### src/rtl/nested_comment_stripper_macros.svh
// Assertion helpers shared by the stripper modules.
// Both expect signals named clk and rst in the scope of use.
`ifndef NESTED_COMMENT_STRIPPER_MACROS_SVH
`define NESTED_COMMENT_STRIPPER_MACROS_SVH

// Same-cycle implication, disabled during reset.
`define NCS_ASSERT_IMPL(lbl, ante, cons) \
  lbl: assert property (@(posedge clk) disable iff (rst) (ante) |-> (cons)) \
    else $error("ncs assertion failed");

// Next-cycle implication, disabled during reset.
`define NCS_ASSERT_NEXT(lbl, ante, cons) \
  lbl: assert property (@(posedge clk) disable iff (rst) (ante) |=> (cons)) \
    else $error("ncs assertion failed");

`endif

### src/rtl/ncs_pkg.sv
// ----------------------------------------------------------------------------
// ncs_pkg
// Types and constants shared by the nested comment stripper modules.
// ----------------------------------------------------------------------------
`default_nettype none

package ncs_pkg;

  localparam int NEST_BITS  = 8;
  localparam int FIFO_DEPTH = 4;
  localparam int PTR_W      = $clog2(FIFO_DEPTH);
  localparam int ADDR_W     = 3;

  localparam logic [NEST_BITS-1:0] NEST_MAX = {NEST_BITS{1'b1}};

  localparam logic [7:0] CH_SLASH = 8'h2F;
  localparam logic [7:0] CH_STAR  = 8'h2A;
  localparam logic [7:0] CH_CR    = 8'h0D;
  localparam logic [7:0] CH_LF    = 8'h0A;
  localparam logic [7:0] CH_SPACE = 8'h20;

  // Word index of the configuration register.
  localparam logic [ADDR_W-3:0] REG_SPACES = '0;

  // Number of bytes a record carries.
  localparam logic [1:0] CNT_NONE = 2'd0;
  localparam logic [1:0] CNT_ONE  = 2'd1;
  localparam logic [1:0] CNT_TWO  = 2'd2;

  typedef enum logic [2:0] {
    MODE_PLAIN = 3'b001,
    MODE_LINE  = 3'b010,
    MODE_BLOCK = 3'b100
  } mode_t;

  typedef struct packed {
    logic [7:0] text_char;
    logic       is_last;
  } in_beat_t;

  typedef struct packed {
    logic [7:0] out_char;
    logic       char_valid;
    logic       run_last;
    logic       text_end;
  } out_beat_t;

  // What the scanner hands to the back end for one input byte.
  typedef struct packed {
    logic [1:0] cnt;
    logic [7:0] ch0;
    logic [7:0] ch1;
    logic       last;
  } rec_t;

endpackage

`default_nettype wire

### src/rtl/nested_comment_stripper.sv
// ----------------------------------------------------------------------------
// nested_comment_stripper
// Removes line and nested block comments from a byte stream.
// ----------------------------------------------------------------------------
// Each byte's record is registered in the queue between scanner and
// emitter and shown from its head. Throughput: one input byte per cycle
// while it is not full; a byte with two result bytes gives a beat per byte,
// the four-record queue absorbs such bursts. full follows queue fill alone.
// Reset (synchronous, rst high): scan state to plain text, queue empty,
// the comment blanking option cleared. No clearing pass is needed.
`default_nettype none

module nested_comment_stripper (
  input  wire logic                      clk,
  input  wire logic                      rst,
  // Input queue side.
  input  wire logic                      push,
  output logic                           full,
  input  wire ncs_pkg::in_beat_t         text,
  // Result queue side.
  output logic                           empty,
  input  wire logic                      pop,
  output ncs_pkg::out_beat_t             result,
  // Configuration port.
  input  wire logic                      psel,
  input  wire logic                      penable,
  input  wire logic                      pwrite,
  input  wire logic [ncs_pkg::ADDR_W-1:0] paddr,
  input  wire logic [31:0]               pwdata,
  output logic [31:0]                    prdata,
  output logic                           pready
);
  import ncs_pkg::*;

  // When set, removed comment bytes other than newlines become spaces.
  logic blank_comments;

  logic accept;
  rec_t scan_rec;
  logic scan_rec_valid;
  rec_t head;
  logic head_pop;
  logic q_full;
  logic q_empty;

  // The register file is a single word; the port never waits.
  assign pready = 1'b1;
  assign prdata = (paddr[ADDR_W-1:2] == REG_SPACES) ? {31'd0, blank_comments} : 32'd0;

  always_ff @(posedge clk) begin
    if (rst) begin
      blank_comments <= 1'b0;
    end else if (psel && penable && pwrite && (paddr[ADDR_W-1:2] == REG_SPACES)) begin
      blank_comments <= pwdata[0];
    end
  end

  // A beat is taken whenever the record queue has a free slot, so the
  // scanner runs at full rate while results wait at the far side.
  assign full   = q_full;
  assign accept = push && !q_full;

  ncs_scanner u_scanner (
    .clk       (clk),
    .rst       (rst),
    .spaces    (blank_comments),
    .accept    (accept),
    .text      (text),
    .rec       (scan_rec),
    .rec_valid (scan_rec_valid)
  );

  // Bytes that produce nothing (and are not the last) leave no record.
  ncs_fifo u_fifo (
    .clk    (clk),
    .rst    (rst),
    .wr     (scan_rec_valid),
    .wr_rec (scan_rec),
    .rd     (head_pop),
    .head   (head),
    .full   (q_full),
    .empty  (q_empty)
  );

  assign empty = q_empty;

  ncs_emitter u_emitter (
    .clk        (clk),
    .rst        (rst),
    .head       (head),
    .head_empty (q_empty),
    .pop        (pop),
    .result     (result),
    .head_pop   (head_pop)
  );

endmodule

`default_nettype wire

### src/rtl/ncs_scanner.sv
// ----------------------------------------------------------------------------
// ncs_scanner
// Front end: classifies each input byte and turns it into a record of up to
// two output bytes, updating the comment scan state.
// ----------------------------------------------------------------------------
`default_nettype none

`include "nested_comment_stripper_macros.svh"

module ncs_scanner (
  input  wire logic            clk,
  input  wire logic            rst,
  input  wire logic            spaces,
  input  wire logic            accept,
  input  wire ncs_pkg::in_beat_t text,
  output ncs_pkg::rec_t        rec,
  output logic                 rec_valid
);
  import ncs_pkg::*;

  mode_t                mode, mode_next;
  logic [NEST_BITS-1:0] depth, depth_next;
  logic                 slash_held, slash_held_next;
  logic                 prev_star, prev_star_next;
  logic                 nl_run, nl_run_next;

  always_comb begin
    logic                 nl;
    logic                 is_slash;
    logic                 is_star;
    logic [NEST_BITS-1:0] depth_dec;
    logic [1:0]           removed_cnt;
    nl          = (text.text_char == CH_CR) || (text.text_char == CH_LF);
    is_slash    = (text.text_char == CH_SLASH);
    is_star     = (text.text_char == CH_STAR);
    depth_dec   = (depth != '0) ? depth - 1'b1 : depth;
    removed_cnt = spaces ? CNT_ONE : CNT_NONE;

    mode_next       = mode;
    depth_next      = depth;
    slash_held_next = slash_held;
    prev_star_next  = prev_star;
    nl_run_next     = nl_run;
    rec.cnt         = CNT_NONE;
    rec.ch0         = 8'h00;
    rec.ch1         = 8'h00;
    rec.last        = text.is_last;

    priority if (mode == MODE_LINE) begin
      if (nl) begin
        rec.cnt   = CNT_ONE;
        rec.ch0   = text.text_char;
        mode_next = MODE_PLAIN;
      end else begin
        rec.cnt = removed_cnt;
        rec.ch0 = spaces ? CH_SPACE : 8'h00;
      end
    end else if (mode == MODE_BLOCK) begin
      if (nl) begin
        if (!nl_run) begin
          rec.cnt = CNT_TWO;
          rec.ch0 = CH_CR;
          rec.ch1 = CH_LF;
        end
        nl_run_next     = 1'b1;
        slash_held_next = 1'b0;
        prev_star_next  = 1'b0;
      end else begin
        nl_run_next = 1'b0;
        rec.cnt     = removed_cnt;
        rec.ch0     = spaces ? CH_SPACE : 8'h00;
        priority if (is_slash && prev_star) begin
          slash_held_next = 1'b0;
          prev_star_next  = 1'b0;
          depth_next      = depth_dec;
          if (depth_dec == '0) begin
            mode_next = MODE_PLAIN;
          end
        end else if (is_slash) begin
          slash_held_next = 1'b1;
          prev_star_next  = 1'b0;
        end else if (is_star) begin
          if (slash_held && (depth != NEST_MAX)) begin
            depth_next = depth + 1'b1;
          end
          slash_held_next = 1'b0;
          prev_star_next  = 1'b1;
        end else begin
          slash_held_next = 1'b0;
          prev_star_next  = 1'b0;
        end
      end
    end else begin
      mode_next = MODE_PLAIN;
      if (slash_held) begin
        slash_held_next = 1'b0;
        priority if (is_slash) begin
          rec.cnt   = spaces ? CNT_TWO : CNT_NONE;
          rec.ch0   = spaces ? CH_SPACE : 8'h00;
          rec.ch1   = spaces ? CH_SPACE : 8'h00;
          mode_next = MODE_LINE;
        end else if (is_star) begin
          rec.cnt        = spaces ? CNT_TWO : CNT_NONE;
          rec.ch0        = spaces ? CH_SPACE : 8'h00;
          rec.ch1        = spaces ? CH_SPACE : 8'h00;
          mode_next      = MODE_BLOCK;
          depth_next     = NEST_BITS'(1);
          prev_star_next = 1'b1;
          nl_run_next    = 1'b0;
        end else begin
          rec.cnt = CNT_TWO;
          rec.ch0 = CH_SLASH;
          rec.ch1 = text.text_char;
        end
      end else if (is_slash) begin
        if (text.is_last) begin
          rec.cnt = CNT_ONE;
          rec.ch0 = CH_SLASH;
        end else begin
          slash_held_next = 1'b1;
        end
      end else begin
        rec.cnt = CNT_ONE;
        rec.ch0 = text.text_char;
      end
    end

    if (text.is_last) begin
      mode_next       = MODE_PLAIN;
      depth_next      = '0;
      slash_held_next = 1'b0;
      prev_star_next  = 1'b0;
      nl_run_next     = 1'b0;
    end

    rec_valid = accept && ((rec.cnt != CNT_NONE) || text.is_last);
  end

  always_ff @(posedge clk) begin
    if (rst) begin
      mode       <= MODE_PLAIN;
      depth      <= '0;
      slash_held <= 1'b0;
      prev_star  <= 1'b0;
      nl_run     <= 1'b0;
    end else if (accept) begin
      mode       <= mode_next;
      depth      <= depth_next;
      slash_held <= slash_held_next;
      prev_star  <= prev_star_next;
      nl_run     <= nl_run_next;
    end
  end

  `NCS_ASSERT_NEXT(a_last_clears, accept && text.is_last,
                   (mode == MODE_PLAIN) && (depth == '0) && !slash_held && !prev_star)
  `NCS_ASSERT_IMPL(a_block_has_depth, mode == MODE_BLOCK, depth != '0)
  `NCS_ASSERT_IMPL(a_line_no_slash, mode == MODE_LINE, !slash_held && !prev_star)

endmodule

`default_nettype wire

### src/rtl/ncs_fifo.sv
// ----------------------------------------------------------------------------
// ncs_fifo
// Short record queue between the scanner and the emitter.
// ----------------------------------------------------------------------------
`default_nettype none

`include "nested_comment_stripper_macros.svh"

module ncs_fifo (
  input  wire logic          clk,
  input  wire logic          rst,
  input  wire logic          wr,
  input  wire ncs_pkg::rec_t wr_rec,
  input  wire logic          rd,
  output ncs_pkg::rec_t      head,
  output logic               full,
  output logic               empty
);
  import ncs_pkg::*;

  rec_t             mem [FIFO_DEPTH];
  logic [PTR_W-1:0] wr_ptr;
  logic [PTR_W-1:0] rd_ptr;
  logic [PTR_W:0]   count;

  assign head  = mem[rd_ptr];
  assign full  = (count == (PTR_W+1)'(FIFO_DEPTH));
  assign empty = (count == '0);

  always_ff @(posedge clk) begin
    if (wr) begin
      mem[wr_ptr] <= wr_rec;
    end
  end

  always_ff @(posedge clk) begin
    if (rst) begin
      wr_ptr <= '0;
      rd_ptr <= '0;
      count  <= '0;
    end else begin
      if (wr) begin
        wr_ptr <= wr_ptr + 1'b1;
      end
      if (rd) begin
        rd_ptr <= rd_ptr + 1'b1;
      end
      if (wr && !rd) begin
        count <= count + 1'b1;
      end else if (rd && !wr) begin
        count <= count - 1'b1;
      end
    end
  end

  `NCS_ASSERT_IMPL(a_no_overflow, wr, !full)
  `NCS_ASSERT_IMPL(a_no_underflow, rd, !empty)
  `NCS_ASSERT_IMPL(a_count_range, 1'b1, count <= (PTR_W+1)'(FIFO_DEPTH))

endmodule

`default_nettype wire

### src/rtl/ncs_emitter.sv
// ----------------------------------------------------------------------------
// ncs_emitter
// Back end: walks the bytes of the record at the queue head, one beat each.
// ----------------------------------------------------------------------------
`default_nettype none

module ncs_emitter (
  input  wire logic          clk,
  input  wire logic          rst,
  input  wire ncs_pkg::rec_t head,
  input  wire logic          head_empty,
  input  wire logic          pop,
  output ncs_pkg::out_beat_t result,
  output logic               head_pop
);
  import ncs_pkg::*;

  // Set while the second byte of a two-byte record is on show.
  logic second;

  always_comb begin
    result.out_char   = second ? head.ch1 : head.ch0;
    result.char_valid = (head.cnt != CNT_NONE);
    result.run_last   = second || (head.cnt != CNT_TWO);
    result.text_end   = result.run_last && head.last;
    head_pop          = pop && !head_empty && result.run_last;
  end

  always_ff @(posedge clk) begin
    if (rst) begin
      second <= 1'b0;
    end else if (pop && !head_empty) begin
      second <= !result.run_last;
    end
  end

endmodule

`default_nettype wire
### config.mk
export PLATFORM = sky130hd
export DESIGN_NAME = nested_comment_stripper
export DESIGN_NICKNAME = d
export VERILOG_FILES = /design/src/rtl/ncs_pkg.sv /design/src/rtl/nested_comment_stripper.sv /design/src/rtl/ncs_scanner.sv /design/src/rtl/ncs_fifo.sv /design/src/rtl/ncs_emitter.sv
export VERILOG_INCLUDE_DIRS = /design/src /design/src/rtl
export SDC_FILE = /design/constraint.sdc
export NUM_CORES = 1
export LEC_CHECK = 0
export BUFFER_PORTS_ARGS = -buffer_cell sky130_fd_sc_hd__buf_4
export CORE_MARGIN = 2
export CORE_UTILIZATION = 50
export CTS_BUF_LIST = sky130_fd_sc_hd__clkbuf_4
export CTS_CLUSTER_SIZE = 40
export DETAILED_ROUTE_END_ITERATION = 16
export PLACE_DENSITY = 0.75
export SLEW_MARGIN = 20
export SYNTH_ARGS = -nofsm -noshare
export SYNTH_HDL_FRONTEND = slang
export SYNTH_SLANG_ARGS = --single-unit
### constraint.sdc
create_clock -name clk -period 6.85 [get_ports clk]
set_input_delay 1.37 -clock clk [delete_from_list [all_inputs] [get_ports clk]]
set_output_delay 1.37 -clock clk [all_outputs]
set_load 0.02 [all_outputs]
==> flow_summary.toml, run 1 <==
[timing]
setup_tns_ps = 0
finalMaxSlewViolations = 0
timing.final.crit_share = 0.617
rsz0062_at_grt = "no"
hold_viol_final = 0
post-route-min-period_ps = 4220
worst_pin_slew_ps = 941
skew_ps = 24.4
fmax_mhz = 237
setup_viol = 0
slew_headroom = 0.372

[power]
vdd_drop_max_uv = 122
pwr_density_cell_nw_per_um2 = 256
leakage_nw = 2.01

[clock_tree]
numCtsBuffers = 9
postCtsSetupBuffers = 0
cts_root_buf = "clkbuf_4"
hold_buffers = 0
clkTransAtPathRegs_ps = 160
cts_buffer_depth = 2
cts_tree = "built"
clk_latency_ps = 460
htreeDepth = 3
post_cts_resized = 0
cts_sinks = 101

[run]
drv_cap = 0

[yosys]
ys_seq_elements = 101
ys_warn_count = 0
yosysSeqAreaShare = 0.521
syn_area_um2 = 5340
yosysTopAreaCell = "edfxtp_1"
synth.top_cell.area_share = 0.427
synthTopCellsByArea = "edfxtp_1, dfxtp_1, mux4_2"
ys_top_cells_by_count = "edfxtp_1, buf_4, dfxtp_1"
async_reset_ff_frac = 0
synth-edff-count = 76
netlist_instances = 432
synth_ff_type = "edfxtp_1"
ys_types = 72
synthMostInstantiatedCell = "edfxtp_1"
synth_area_per_cell_um2 = 12.4

[routing]
ant_nets = 0
vias = 3524
drt-total-wl_um = 10300
first_pass_iters = 5
drc = 0
drtIter0Drc = 310
via_per_inst = 5.95
wl_per_cell_um = 17.4

[setup_path]
cp_slowest_cell = "nor4b_1"
critPathRequiredTime_ps = 7250
end_kind = "flip-flop"
crit_chain = "buf_4 -> nor4b_1 -> nand2_1 -> a221o_1 -> a211oi_2 -> nor2_1 -> ha_1 -> inv_1 -> fa_1 -> xor2_1 -> or3_1 -> a21oi_1"
crit_family = "simple AND/OR/NAND/NOR gates"
critPathKind = "primary input to flip-flop"
start_kind = "primary input"
cp_max_fo = 5
cp_slowest_stage_delay_ps = 780
critPathArrivalTime_ps = 4620
crit_buf_inv = 2

[floorplan]
dieArea_um2 = 11500
die_y_um = 107
ioPinCount = 97
design.core.area_um2 = 10400
initial_core_util = 0.515
dieWidth_um = 107
num_rows = 37

[finish]
area_growth_pct = 6.65
antennaDiodeCount = 0
drive_gt1_frac = 0.221
finalNetCount = 511
final_area_um2 = 5700

[global_route]
grt_max_degree = 23
antenna_found_initial = 0
grt-ovfl-total = 0
grt_pass1_wl_um = 16500
grt_usage = 0.186
grt_pass1_vias = 3239

[hold_path]
hp-class = "flip-flop to flip-flop"

[placement]
place_congestion = 0.927
placed_area_um2 = 5580
dp_hpwl_um = 7070
port_buffers = 31

[outcome]
outcome = "finished, final reports clean"
-- metrics by stage --
step	total power [W]	hold WS [ps]	cells	setup slack, ps	utilization
6_report	0.00146	494	592	2630	0.549
3_3_place_gp	0.00118	462	576	2240	0.538
5_1_grt	0.00153	534	592	2350	0.549
2_1_floorplan	0.00109	444	462	2220	-
4_1_cts	0.00147	503	592	2660	0.549
3_5_place_dp	0.00120	482	576	2190	0.538
-- kinds of logic (layout without fill, tap and decap cells) --
kind of cell | after synthesis | after routing | share of synthesized area
other | 2 | 32 | 0.00141
AOI/OAI and AO/OA | 80 | 80 | 0.117
adders and majority gates | 9 | 9 | 0.0225
DFF | 101 | 101 | 0.521
xor gates and xnor gates | 6 | 6 | 0.00984
muxes | 36 | 36 | 0.114
buffers and inverters | 71 | 65 | 0.0733
and+or+nand+nor | 127 | 127 | 0.141
-- worst min-delay path, stage by stage, from the launching register on --
cell and delay, ps:
dfxtp_1 340, o21ai_0 70, a21oi_1 60
-- where the power goes --
group | total, W | internal [W] | leakage (nW) | switching (W)
Clock | 0.000278 | 0.0000832 | 0.0721 | 0.000195
Sequential | 0.000753 | 0.000719 | 0.892 | 0.0000337
Combinational | 0.000425 | 0.000200 | 1.04 | 0.000225
-- worst paths after layout --
check	startpoint	to	slack, ps	depth (start not counted)
setup / recovery	text[5]	u_fifo.count[2]	2630	12
hold reg to reg	u_scanner.nl_run	u_scanner.nl_run	490	2
setup reg to reg	u_scanner.mode[2]	u_fifo.count[2]	3410	11
hold / removal	u_scanner.nl_run	u_scanner.nl_run	490	2
-- sequential cells by signal, summed over array words and instances, names as in the netlist, named ones only --
register,count
u_fifo.count,3
u_scanner.mode,3
u_scanner.prev_star,1
u_fifo.rd_ptr,2
u_fifo.wr_ptr,2
u_scanner.nl_run,1
u_scanner.slash_held,1
u_scanner.depth,8
blank_comments,1
u_fifo.mem,76
u_emitter.second,1
-- layout by cell type (no fill, tap or decap), types with 8 or more instances in the layout --
cell type	instances
conb_1	32
o21ai_0	8
nor3_1	14
inv_1	11
nand3_1	12
nand2_1	21
and2_1	10
mux4_2	19
ha_1	8
and3_1	8
mux2_2	10
dfxtp_1	25
edfxtp_1	76
nor2_1	18
a21oi_1	11
clkbuf_4	10
buf_4	37
-- area by class of cell --
type	count	area (um2)
Clock inverter	6	46.3
Timing Repair Buffer	37	278
Clock buffer	10	75.1
Fill cell	861	4670
Tap cell	136	170
Inverter	12	45.0
Multi-Input combinational cell	290	2300
Sequential cell	101	2780
-- per-layer routing --
layer  share of wire  up-vias  track usage
met3           0.060       12       0.0442
met2            0.50      115        0.311
met5               0        -            0
met1            0.43     1750        0.245
li1                -     1647            -
met4           0.011        0       0.0504
No activity file was read; power rests on OpenSTA's default activity.
==> inputs of run 2 (changes only) <==
PLACE_DENSITY = 0.78   (was 0.75)
clock period = 3.7 ns   (was 6.85 ns; I/O delays follow)
==> run 2 against run 1 <==
Against the previous run:
- first-iteration DRC count fell by 5.5%
- power up 88%
- setup slack lost 2000 ps
- clock-buffer cell count is the same
- via count up 2.4%
- combinational power up 90%
- hold slack lost 13 ps
- non-clock buffer count increased by 11
- critical endpoint unchanged
- sequential share of layout area decreased by 0.77 points
- clock skew decreased by 4.3 ps
==> flow_summary.toml, run 2 (synthesis gave the netlist of run 1 again) <==
[floorplan]
initial_core_util = 0.515
num_rows = 37
design.core.area_um2 = 10400
die_y_um = 107
dieArea_um2 = 11500
ioPinCount = 97
dieWidth_um = 107

[timing]
skew_ps = 20.1
worst_pin_slew_ps = 789
setup_tns_ps = 0
rsz0062_at_grt = "no"
hold_viol_final = 0
slew_headroom = 0.469
post-route-min-period_ps = 3110
finalMaxSlewViolations = 0
timing.final.crit_share = 0.840
fmax_mhz = 322
setup_viol = 0

[clock_tree]
cts_buffer_depth = 2
hold_buffers = 0
htreeDepth = 3
postCtsSetupBuffers = 0
cts_tree = "built"
cts_sinks = 101
clk_latency_ps = 450
cts_root_buf = "clkbuf_4"
post_cts_resized = 0
numCtsBuffers = 9
clkTransAtPathRegs_ps = 160

[placement]
place_congestion = 0.893
port_buffers = 31
dp_hpwl_um = 7560
dp_cells = 587

[power]
leakage_nw = 2.06
vdd_drop_max_uv = 220
pwr_density_cell_nw_per_um2 = 472

[finish]
finalNetCount = 522
fillers = 844
post-route-util = 0.558
largestRegisters = "u_fifo.mem: 76 flops, u_scanner.depth: 8 flops"
largest_reg_flops = 76
layout.cells.non_filler = 603
layout_commonest_cell = "edfxtp_1"
area_growth_pct = 8.36
mostFrequentLayoutCells = "edfxtp_1, buf_4, conb_1"
drive_gt1_frac = 0.240
top_register = "u_fifo.mem"
antennaDiodeCount = 0

[setup_path]
start_kind = "flip-flop"
crit_chain = "buf_4 -> mux4_2 -> or3b_2 -> nand2_1 -> ha_1 -> inv_1 -> fa_1 -> xor2_1 -> or3_1 -> a21oi_1"
path_depth = 10
cp_max_fo = 18
reg2reg_to = "u_fifo.count[2]"
crit_buf_inv = 2
r2r_cells = 10
critPathArrivalTime_ps = 3500
end_kind = "flip-flop"
cp_slowest_stage_delay_ps = 510
crit_path_end = "u_fifo.count[2]"
r2r_slack_ps = 590
critPathRequiredTime_ps = 4090
cp_slowest_cell = "or3b_2"
critPathKind = "flip-flop to flip-flop"
crit_family = "simple AND/OR/NAND/NOR gates"

[global_route]
grt_max_degree = 23
grt-ovfl-total = 0
grt_usage = 0.196
antenna_found_initial = 0
grt_pass1_wl_um = 17300
grt_pass1_vias = 3407

[outcome]
outcome = "finished, final reports clean"

[routing]
wl_per_cell_um = 18.0
drtIter0Drc = 293
vias = 3607
ant_nets = 0
first_pass_iters = 5
drc = 0
drt-total-wl_um = 10900
via_per_inst = 5.98

[run]
drv_cap = 0

[hold_path]
hp-class = "flip-flop to flip-flop"
-- run 2: cell types whose count changed in the layout (fill, tap and decap cells not counted) --
cell | before | now
inv_4 | 1 | 0
clkinv_2 | 1 | 0
inv_6 | 3 | 2
clkinv_4 | 1 | 3
inv_8 | 0 | 1
buf_4 | 37 | 48
-- run 2: worst min path at each step --
stage,start,endpoint,slack (ps),cells after the start
3_3_place_gp,u_scanner.nl_run,u_scanner.nl_run,460,2
6_report,u_scanner.nl_run,u_scanner.nl_run,480,2
3_5_place_dp,u_scanner.nl_run,u_scanner.nl_run,460,2
4_1_cts,u_scanner.nl_run,u_scanner.nl_run,480,2
2_1_floorplan,u_scanner.nl_run,u_scanner.nl_run,440,2
5_1_grt,u_scanner.nl_run,u_scanner.nl_run,520,2
-- run 2: area by class of cell --
class / count / area, um2 / share of cell area
repair buffers: 48 / 360 / 0.0622
clock inverters: 6 / 55.1 / 0.00951
flip-flops and latches: 101 / 2780 / 0.481
clock buffers: 10 / 75.1 / 0.0130
inverters: 12 / 45.0 / 0.00778
well taps: 136 / 170 / 0.0294
multi-input cells: 290 / 2300 / 0.397
-- run 2: worst min-delay path: cells and delay by family (launching register included) --
kind	cells	cell delay [ps]
AOI/OAI and AO/OA	2	120
DFF	1	330
-- run 2: metal layers --
layer / up-vias / track usage / share of wire
met2: 150 / 0.340 / 0.50
met5: - / 0 / 0
met1: 1775 / 0.253 / 0.43
li1: 1667 / - / -
met4: 0 / 0.0449 / 0.010
met3: 15 / 0.0412 / 0.061
-- run 2: stage by stage --
| step | total power (W) | hold slack [ps] | setup slack (ps) | cell area (um2) |
|---|---|---|---|---|
| after global placement | 0.00219 | 455 | 186 | 5660 |
| after global routing | 0.00286 | 516 | 350 | 5790 |
| after CTS | 0.00275 | 483 | 551 | 5790 |
| after detailed placement | 0.00223 | 463 | 143 | 5660 |
| after floorplan | 0.00201 | 444 | -298 | 5460 |
| final | 0.00273 | 481 | 592 | 5790 |
-- run 2: where the power goes --
group / total (W) / switching, W / internal (W) / leakage, nW
registers: 0.00139 / 0.0000550 / 0.00133 / 0.892
clock network: 0.000539 / 0.000380 / 0.000160 / 0.0735
logic: 0.000808 / 0.000436 / 0.000372 / 1.10
total: 0.00273 / 0.000871 / 0.00186 / 2.06
==> inputs of run 3 (changes only) <==
PLACE_DENSITY = 0.75   (was 0.78)
clock period = 3.05 ns   (was 3.7 ns; I/O delays follow)
==> run 3 against run 2 <==
Against the previous run:
- via count increased by 2.1%
- hold slack worse by 89 ps
- combinational power is 30% higher
- clock skew decreased by 1.0 ps
- die area stayed put
- critical endpoint is now result[6]
- flip-flop and latch count unchanged
- largest power group unchanged
- setup slack worse by 420 ps
- core utilization rose by 2.6 points
- clock power increased by 29%
- first-iteration DRC count up 11%
- global-route usage is 1.5 points higher
==> flow_summary.toml, run 3 (synthesis gave the netlist of run 1 again) <==
[outcome]
outcome = "finished, final reports clean"

[global_route]
grt_usage = 0.211
antenna_found_initial = 0
grt_pass1_wl_um = 18500
grt-ovfl-total = 0
grt_pass1_vias = 3623
grt_max_degree = 23

[setup_path]
critPathRequiredTime_ps = 2440
critPathArrivalTime_ps = 2270
cp_slowest_cell = "mux4_2"
cp_max_fo = 17
start_kind = "flip-flop"
critPathKind = "flip-flop to output pin"
cp_slowest_stage_delay_ps = 560
crit_chain = "buf_4 -> mux4_2 -> mux2_2 -> buf_4"
end_kind = "output pin"
crit_path_frequent_cell = "buf_4"

[placement]
pre_cts_ws_ps = -196
port_buffers = 31
dp_hpwl_um = 8020
place_congestion = 0.885

[timing]
hold_viol_final = 0
finalMaxSlewViolations = 0
rsz0062_at_grt = "no"
timing.final.crit_share = 0.945
post-route-min-period_ps = 2880
worst_pin_slew_ps = 610
fin_ws_ps = 169
skew_ps = 19.0
slew_headroom = 0.590
fmax_mhz = 347
setup_viol = 0

[power]
vdd_drop_max_uv = 295
power_w = 0.00343
pwr_density_cell_nw_per_um2 = 566
leakage_nw = 2.20

[routing]
drc = 0
wl_per_cell_um = 18.3
ant_nets = 0
via_per_inst = 5.87
drtIter0Drc = 325
drt-total-wl_um = 11400
first_pass_iters = 4
vias = 3682

[run]
drv_cap = 0

[finish]
antennaDiodeCount = 0
top_register = "u_fifo.mem"
largest_reg_flops = 76
largestRegisters = "u_fifo.mem: 76 flops, u_scanner.depth: 8 flops"
drive_gt1_frac = 0.285
fillers = 830
finalNetCount = 546
layout_commonest_cell = "edfxtp_1"
mostFrequentLayoutCells = "edfxtp_1, buf_4, conb_1"
area_growth_pct = 13.4

[floorplan]
dieWidth_um = 107
num_rows = 37
ioPinCount = 97
design.core.area_um2 = 10400
initial_core_util = 0.515
die_y_um = 107
dieArea_um2 = 11500

[clock_tree]
postCtsSetupBuffers = 0
cts_sinks = 101
clkTransAtPathRegs_ps = 150
hold_buffers = 0
post_cts_resized = 0
numCtsBuffers = 9
cts_buffer_depth = 2
cts_root_buf = "clkbuf_4"
htreeDepth = 3
clk_latency_ps = 450
cts_tree = "built"

[hold_path]
hp-class = "primary input to flip-flop"
run 3: changes by cell type in the layout (fill, tap and decap cells not counted), sizes merged:
cell / change
buf: +24
inv: -2
clkbuf: -1
clkinv: +1
clkinvlp: +1
bufinv: +1
run 3: where the power goes:
group / internal [W] / total (W) / switching [W]
logic: 0.000508 / 0.00105 / 0.000538
registers: 0.00162 / 0.00168 / 0.0000682
clock network: 0.000253 / 0.000698 / 0.000445
total: 0.00238 / 0.00343 / 0.00105
run 3: critical path: cells and delay by family, from the launching register on:
family                 cells  cell delay (ps)
buffers and inverters      2              520
muxes                      2              850
DFF                        1              430
run 3: path summary, 6_finish.rpt:
check	from	to	slack [ps]	cells after the start
min reg2reg	u_scanner.nl_run	u_scanner.nl_run	520	2
max	flip-flop	result[6]	170	4
max reg2reg	u_scanner.mode[1]	u_fifo.count[2]	190	11
min	pwdata[0]	blank_comments	390	3
run 3: layout make-up:
cell class | count | area, um2 | share of cell area
clock buffers | 9 | 67.6 | 0.0112
well taps | 136 | 170 | 0.0281
clock inverters | 7 | 73.8 | 0.0122
inverters | 12 | 45.0 | 0.00743
multi-input cells | 290 | 2330 | 0.384
flip-flops and latches | 101 | 2780 | 0.459
repair buffers | 72 | 591 | 0.0975
run 3: stage by stage:
stage          hold WS (ps)   util  cell area [um2]  cells  TNS [ps]
5_1_grt                 362  0.584             6060    627         0
3_5_place_dp            501  0.571             5920    611      -366
3_3_place_gp            457  0.571             5920    611      -284
2_1_floorplan           444      -             5510    462     -3590
4_1_cts                 361  0.584             6060    627         0
6_report                392  0.584             6060    627         0
run 3: layer usage:
| layer | vias to the layer above | routed length, um | track usage |
|---|---|---|---|
| li1 | 1712 | - | - |
| met1 | 1823 | 4650 | 0.266 |
| met2 | 137 | 5950 | 0.366 |
| met3 | 10 | 724 | 0.0424 |
| met4 | 0 | 118 | 0.0678 |
| met5 | - | 0 | 0 |
